File: src/rtl/pgbt_pkg.sv
// Package: shared constants, request/response types and controller/datapath links.
package pgbt_pkg;

    localparam int DEGREE_BOUND     = 64;
    localparam int MD_W             = 7;
    localparam int GAIN_W           = 8;
    localparam int IDX_W            = 8;
    localparam int NUM_VERTICES     = 1024;
    localparam int VID_W            = 10;
    localparam int BUCKETS_PER_SIDE = 2 * DEGREE_BOUND + 1;
    localparam int NUM_BUCKETS      = 2 * BUCKETS_PER_SIDE;
    localparam int BADDR_W          = $clog2(NUM_BUCKETS);
    localparam int CNT_W            = 11;
    localparam int MAX_DEGREE_RESET = 64;

    localparam logic [1:0] CMD_INSERT = 2'd0;
    localparam logic [1:0] CMD_INC    = 2'd1;
    localparam logic [1:0] CMD_DEC    = 2'd2;
    localparam logic [1:0] CMD_NOP    = 2'd3;

    typedef struct packed {
        logic [1:0]              cmd;
        logic [VID_W-1:0]        vertex_id;
        logic                    side_left;
        logic signed [GAIN_W-1:0] initial_gain;
    } req_t;

    typedef struct packed {
        logic signed [GAIN_W-1:0] vertex_gain_now;
        logic [IDX_W-1:0]         left_max_index;
        logic [IDX_W-1:0]         right_max_index;
        logic                     range_error;
    } rsp_t;

    // controller -> datapath
    typedef struct packed {
        logic               capture;
        logic               bkt_rd;
        logic               upd;
        logic               wr2;
        logic               clr;
        logic [BADDR_W-1:0] clr_addr;
    } ctl_t;

    // datapath -> controller
    typedef struct packed {
        logic move;
    } sts_t;

endpackage

File: src/rtl/pgbt_ctrl.sv
// Controller: bucket clearing sweep and per-request sequencing.
module pgbt_ctrl (
    input  logic              clk,
    input  logic              rst_n,
    input  logic              start,
    output logic              busy,
    output logic              done,
    output pgbt_pkg::ctl_t    ctl,
    input  pgbt_pkg::sts_t    sts
);

    typedef enum logic [2:0] {
        S_CLEAR,
        S_IDLE,
        S_GAIN,
        S_UPD,
        S_WR2
    } state_t;

    state_t                        state_reg, state_next;
    logic [pgbt_pkg::BADDR_W-1:0]  clr_cnt_reg, clr_cnt_next;
    logic                          done_reg, done_next;

    always_comb
    begin
        state_next   = state_reg;
        clr_cnt_next = clr_cnt_reg;
        done_next    = 1'b0;
        unique case (state_reg)
            S_CLEAR:
            begin
                if (clr_cnt_reg == pgbt_pkg::BADDR_W'(pgbt_pkg::NUM_BUCKETS - 1))
                begin
                    state_next = S_IDLE;
                end
                else
                begin
                    clr_cnt_next = clr_cnt_reg + 1'b1;
                end
            end
            S_IDLE:
            begin
                if (start)
                begin
                    state_next = S_GAIN;
                end
            end
            S_GAIN:
            begin
                state_next = S_UPD;
            end
            S_UPD:
            begin
                done_next  = 1'b1;
                state_next = sts.move ? S_WR2 : S_IDLE;
            end
            S_WR2:
            begin
                state_next = S_IDLE;
            end
            default:
            begin
                state_next = S_IDLE;
            end
        endcase
    end

    always_ff @(posedge clk or negedge rst_n)
    begin
        if (!rst_n)
        begin
            state_reg   <= S_CLEAR;
            clr_cnt_reg <= '0;
            done_reg    <= 1'b0;
        end
        else
        begin
            state_reg   <= state_next;
            clr_cnt_reg <= clr_cnt_next;
            done_reg    <= done_next;
        end
    end

    assign busy         = (state_reg != S_IDLE);
    assign done         = done_reg;
    assign ctl.capture  = (state_reg == S_IDLE) && start;
    assign ctl.bkt_rd   = (state_reg == S_GAIN);
    assign ctl.upd      = (state_reg == S_UPD);
    assign ctl.wr2      = (state_reg == S_WR2);
    assign ctl.clr      = (state_reg == S_CLEAR);
    assign ctl.clr_addr = clr_cnt_reg;

`ifndef SYNTHESIS
    a_done_after_upd: assert property (@(posedge clk) disable iff (!rst_n)
        done_reg |-> $past(state_reg == S_UPD))
        else $error("done without update cycle");
    a_wr2_after_move: assert property (@(posedge clk) disable iff (!rst_n)
        (state_reg == S_WR2) |-> $past(state_reg == S_UPD) && $past(sts.move))
        else $error("second write without move");
    a_clear_ends_idle: assert property (@(posedge clk) disable iff (!rst_n)
        (state_reg == S_CLEAR) && (state_next != S_CLEAR) |=> !busy)
        else $error("clear sweep did not end in idle");
`endif

endmodule

File: config.mk
export PLATFORM = sky130hd
export DESIGN_NAME = pgbt_ctrl
export DESIGN_NICKNAME = d
export VERILOG_FILES = /design/src/rtl/pgbt_pkg.sv /design/src/rtl/pgbt_ctrl.sv
export SDC_FILE = /design/constraint.sdc
export NUM_CORES = 1
export LEC_CHECK = 0
export BUFFER_PORTS_ARGS = -buffer_cell sky130_fd_sc_hd__clkbuf_2
export CAP_MARGIN = 20
export CORE_MARGIN = 4
export CORE_UTILIZATION = 44
export DETAILED_ROUTE_END_ITERATION = 10
export PLACE_DENSITY = 0.75
export SETUP_SLACK_MARGIN = 0.2
export SLEW_MARGIN = 20
export SYNTH_ARGS = -nofsm -noshare
export SYNTH_HDL_FRONTEND = slang
export SYNTH_SLANG_ARGS = --single-unit
File: constraint.sdc
create_clock -name clk -period 1.2 [get_ports clk]
set_input_delay 0.24 -clock clk [delete_from_list [all_inputs] [get_ports clk]]
set_output_delay 0.24 -clock clk [all_outputs]
set_load 0.02 [all_outputs]
# ---- Word level (Yosys, flattened, before mapping)
# Cells that the tools add are included.
dict set report op_classes {
  add_sub_neg 1
  mux 5
  shifts 0
  div_mod_pow 0
  mul 0
  eq_ne 8
  magnitude_cmp 0
  reduce_logical 4
  bitwise_logic 1
}
# op n
set ops {}
lappend ops {{one-hot mux 3 bit (4 select lines)} 1}
lappend ops {{adder 9 x 1 -> 9 bit (second input constant)} 1}
lappend ops {{equality test 9 bit (second input constant)} 1}
lappend ops {{2-to-1 mux 3 bit} 3}
lappend ops {{equality test 3 x 2 -> 1 bit (second input constant)} 2}
lappend ops {{AND reduction 2 bit} 2}
lappend ops {{equality test 3 x 1 -> 1 bit (second input constant)} 1}
lappend ops {{equality test 3 bit (second input constant)} 1}
lappend ops {{logical NOT 3 bit} 1}
lappend ops {{!= test 3 x 1 -> 1 bit (second input constant)} 1}
lappend ops {{!= test 2 x 1 -> 1 bit (second input constant)} 1}
lappend ops {{!= test 2 bit (second input constant)} 1}
lappend ops {{logical AND 1 bit} 1}
lappend ops {{2-to-1 mux 1 bit} 1}
lappend ops {{NOT 1 bit} 1}
dict set report totals {
  latch_bits 0
  n_memories 0
  register_bits 13
  word_cells 22
  ramBits 0
  out_inout_bits 16
  mem_bits_ro 0
  input_bits 4
}

# ---- Depth between registers and ports, before layout
dict set report depth {
  word_depth 3
  mapped_depth 5
  mapped_depth_nobuf 5
}

# ---- Least setup slack after synthesis
# No wires, ideal clock.
dict set report synth_timing {
  path_type {flip-flop to flip-flop}
  start {reg clr_cnt_reg[0] (netlist bit)}
  end {reg clr_cnt_reg[0] (netlist bit)}
  t_arrival_ns 1.305
  required_ns 1.064
  slack_ns -0.241
  period_less_slack_ns 1.441
  path_stages_with_launch 5
  setup_ns 0.136
  path_cell_list {dfrtp_1 ha_1 nor4bb_1 a21boi_2 xor2_1}
}
dict set report synth_via {
  elab_chain_len 3
  word_cells_on_any_way 4
  classes_between {add/sub (1); eq/ne (1); bitwise (1); reduce/logical (1)}
}
# item line
set synth_lines {}
lappend synth_lines {{start: declaration} pgbt_ctrl.sv:21} ;# logic [pgbt_pkg::BADDR_W-1:0] clr_cnt_reg, clr_cnt_next;
lappend synth_lines {{start signal: assignment} pgbt_ctrl.sv:79} ;# clr_cnt_reg <= clr_cnt_next;
lappend synth_lines {{parallel branches: the longest is 3 deep, another holds adder 9 x 1 -> 9 bit} n/a}
# Parallel ways; which one is timed is not known.
# A chain may end at the register's enable or synchronous reset.

# ---- Worst setup path in the final report
dict set report layout_timing {
  start {reg state_reg[0]}
  end {reg clr_cnt_reg[1] (netlist bit)}
}
dict set report layout_via {
  elab_chain_len 2
}
# item line
set layout_lines {}
lappend layout_lines {{start: declaration} pgbt_ctrl.sv:20} ;# state_t state_reg, state_next;
lappend layout_lines {{start signal: assignment} pgbt_ctrl.sv:78} ;# state_reg <= state_next;
lappend layout_lines {{logical NOT 3 bit} pgbt_ctrl.sv:29} ;# unique case (state_reg)
lappend layout_lines {{AND reduction 2 bit (no source line)} n/a}
# Every way passes these cells.

==> summary.txt <==
STA
  – Post-route minimum period: 1570 ps
  – Unrepaired setup endpoints after global routing: true
  – Setup WS post-layout: -369 ps
  – Worst Skew: 11.1 ps
  – Max Freq: 637 MHz
  – Slew Limit Headroom: 0.750
  – Worst slew pin tran: 374 ps
  – Min Hold Slack: 178 ps
  – Final hold viol count: 0
  – Final setup viols: 21
  – Slew Viols, Final: 0
  – Tcrit/Tclk final: 1.31

Floorplanning
  – Core Footprint: 0.00138 mm²
  – Top-Level Pins: 20
  – Die width: 47.5 µm
  – Die area: 0.00226 mm²
  – Rows: 13
  – Initial Utilization: 0.497
  – Die Ht: 47.5 µm

Layout
  – Area Growth Syn to Fin: 88.9%
  – Max reg flops: 9
  – Final #Nets: 114
  – Final Util: 0.938
  – Diode count: 0
  – Filler cell count: 40
  – Share of cells above drive strength 1: 0.701

Critical path
  – Reg-to-Reg End: clr_cnt_reg[1]
  – Worst flop-to-flop path startpoint: state_reg[0]
  – CP Class: reg -> reg
  – CP startpoint: state_reg[0]
  – CP Launch Type: register
  – Element type at the critical path end: register
  – Required @ worst endpoint: 1390 ps
  – CP endpoint: clr_cnt_reg[1]
  – Critical path arrival: 1760 ps
  – Path depth of the worst reg2reg path: 5
  – Crit Path Max Fanout: 4
  – R2R Setup Slk: -370 ps

Clocking
  – Clk root buf: clkbuf_4
  – Reg clk slew, reported paths: 90 ps
  – Sinks on Clock Net: 13
  – CTS tree: done
  – Clock buffer depth: 2
  – H-tree depth: 1
  – Skew-Pair Late Insertion Delay: 290 ps
  – CTS buffer count: 3

Min path
  – Type of the worst min-delay path: in -> reg

Route
  – Via density: 5.86
  – Final WL: 2.62 mm
  – Via count: 715
  – Initial DRC count: 24
  – Drc violations: 0
  – Mean routed wirelength per cell: 21.5 µm
  – ANT nets after route: 0
  – DRT Pass-1 Iters: 4

Logic synthesis
  – Mapped Cells: 58
  – Top cells by count, synth: dfrtp_1 (13), xnor2_1 (6)
  – Seq cells post-synth: 13
  – Ys async rst share: 1.00
  – Yosys top cell area share: 0.474
  – Post-synth EDFFs: 0
  – Register area share after synthesis: 0.474
  – Syn Nets: 64
  – Synthesis Warnings: 0
  – Mapped Avg Cell Area: 11.8 µm²
  – Most common cell in the synthesized netlist: dfrtp_1
  – Post-synthesis cell area: 687 µm²
  – Top cells by area, synth: dfrtp_1 (47%), xnor2_1 (7.7%), ha_1 (3.6%)
  – Netlist cell types: 27
  – Ys flop type: dfrtp_1
  – Area leader, netlist: dfrtp_1

Global routing
  – Vias in the first global route: 738
  – First-pass GRT wire length: 3.68 mm
  – Total GRT Usage: 0.247
  – Initial antenna violation count: 0
  – Total gr overflow: 0
  – Largest net degree at the start of global routing: 14

Placement
  – Final HPWL DP: 1.10 mm
  – Port Buffers: 19
  – Routability cong.: 0.762

Power and ir drop
  – Worst vdd ir: 2000 µV
  – Pwr/cell area: 2720 mW/mm²
  – Leak: 0.592 nW

Status
  – Failing checks: setup timing
  – Status: finished, violations left

Job
  – Max-cap violations: 0
critical path, stage by stage (launching register included):
cell and delay (ps):
dfrtp_2 460, buf_6 140, nor3_4 230, buf_4 150
a21boi_4 240, mux2i_1 250
timing repair:
item / in CTS / in global routing
hold buffers: 1 / 0
resized for setup: 47 / 18
setup endpoints to repair: 28 / 29
hold endpoints to repair: 13 / 0
pin swaps: 7 / 1
buffers inserted: 16 / 2
through the flow:
| stage | cells | TNS, ps | total power, mW | cell area [µm²] | worst slack (ps) |
|---|---|---|---|---|---|
| 6_report | 122 | -4700 | 3.53 | 1300 | -369 |
| 5_1_grt | 122 | -5770 | 3.69 | 1300 | -431 |
| 4_1_cts | 120 | -3040 | 3.16 | 1250 | -288 |
| 3_5_place_dp | 99 | -1550 | 2.16 | 917 | -197 |
| 3_3_place_gp | 99 | -1110 | 2.12 | 917 | -132 |
| 2_1_floorplan | 58 | -527 | 1.75 | 766 | -100 |
worst min-delay path by stage:
stage,cells past startpoint,endpoint,startpoint
CTS,2,state_reg[0],start
detailed placement,1,done,rst_n
global placement,1,clr_cnt_reg[4],rst_n
finish,2,state_reg[0],start
floorplan,0,clr_cnt_reg[0],rst_n
global route,2,state_reg[0],start
placed cells by master (no fill, tap or decap), types with 2 or more instances in the layout:
| master | n |
|---|---|
| dfrtp_1 | 5 |
| clkbuf_2 | 4 |
| ha_4 | 2 |
| nor3b_2 | 2 |
| buf_4 | 17 |
| xnor2_1 | 6 |
| clkbuf_4 | 3 |
| dfrtp_2 | 8 |
| nand3_1 | 2 |
| nand2_1 | 3 |
| nand4_1 | 3 |
| clkbuf_8 | 4 |
| mux2i_1 | 2 |
| buf_8 | 9 |
| buf_6 | 14 |
| and2_1 | 2 |
final cells by class:
class / count / area, µm² / area share
tap: 15 / 18.8 / 0.0145
clock buffer: 4 / 26.3 / 0.0203
timing repair buffer: 49 / 505 / 0.390
sequential: 13 / 335 / 0.258
inverter: 1 / 3.75 / 0.00289
multi-input combinational: 40 / 408 / 0.314
layer usage:
metal / part of all wire / global-route usage
met5: 0 / 0
met2: 0.51 / 0.439
met3: 0.056 / 0.0526
met4: 0.014 / 0.133
met1: 0.42 / 0.273
power by group:
group	internal, mW	switching, mW	total, mW
clock	0.129	0.159	0.288
sequential	0.612	0.264	0.876
combinational	1.35	1.01	2.36
logic make-up (layout without fill, tap and decap cells):
| family | count (synthesis) | after routing | synth area share |
|---|---|---|---|
| flip-flops | 13 | 13 | 0.474 |
| adder cells (fa/ha/maj) | 2 | 2 | 0.0364 |
| AO/OA/AOI/OAI | 3 | 3 | 0.0401 |
| multiplexers | 3 | 3 | 0.0455 |
| XOR/XNOR | 7 | 7 | 0.0893 |
| buffers and inverters | 5 | 54 | 0.0510 |
| AND/OR/NAND/NOR | 25 | 25 | 0.264 |
(Power assumes the default switching activity.)
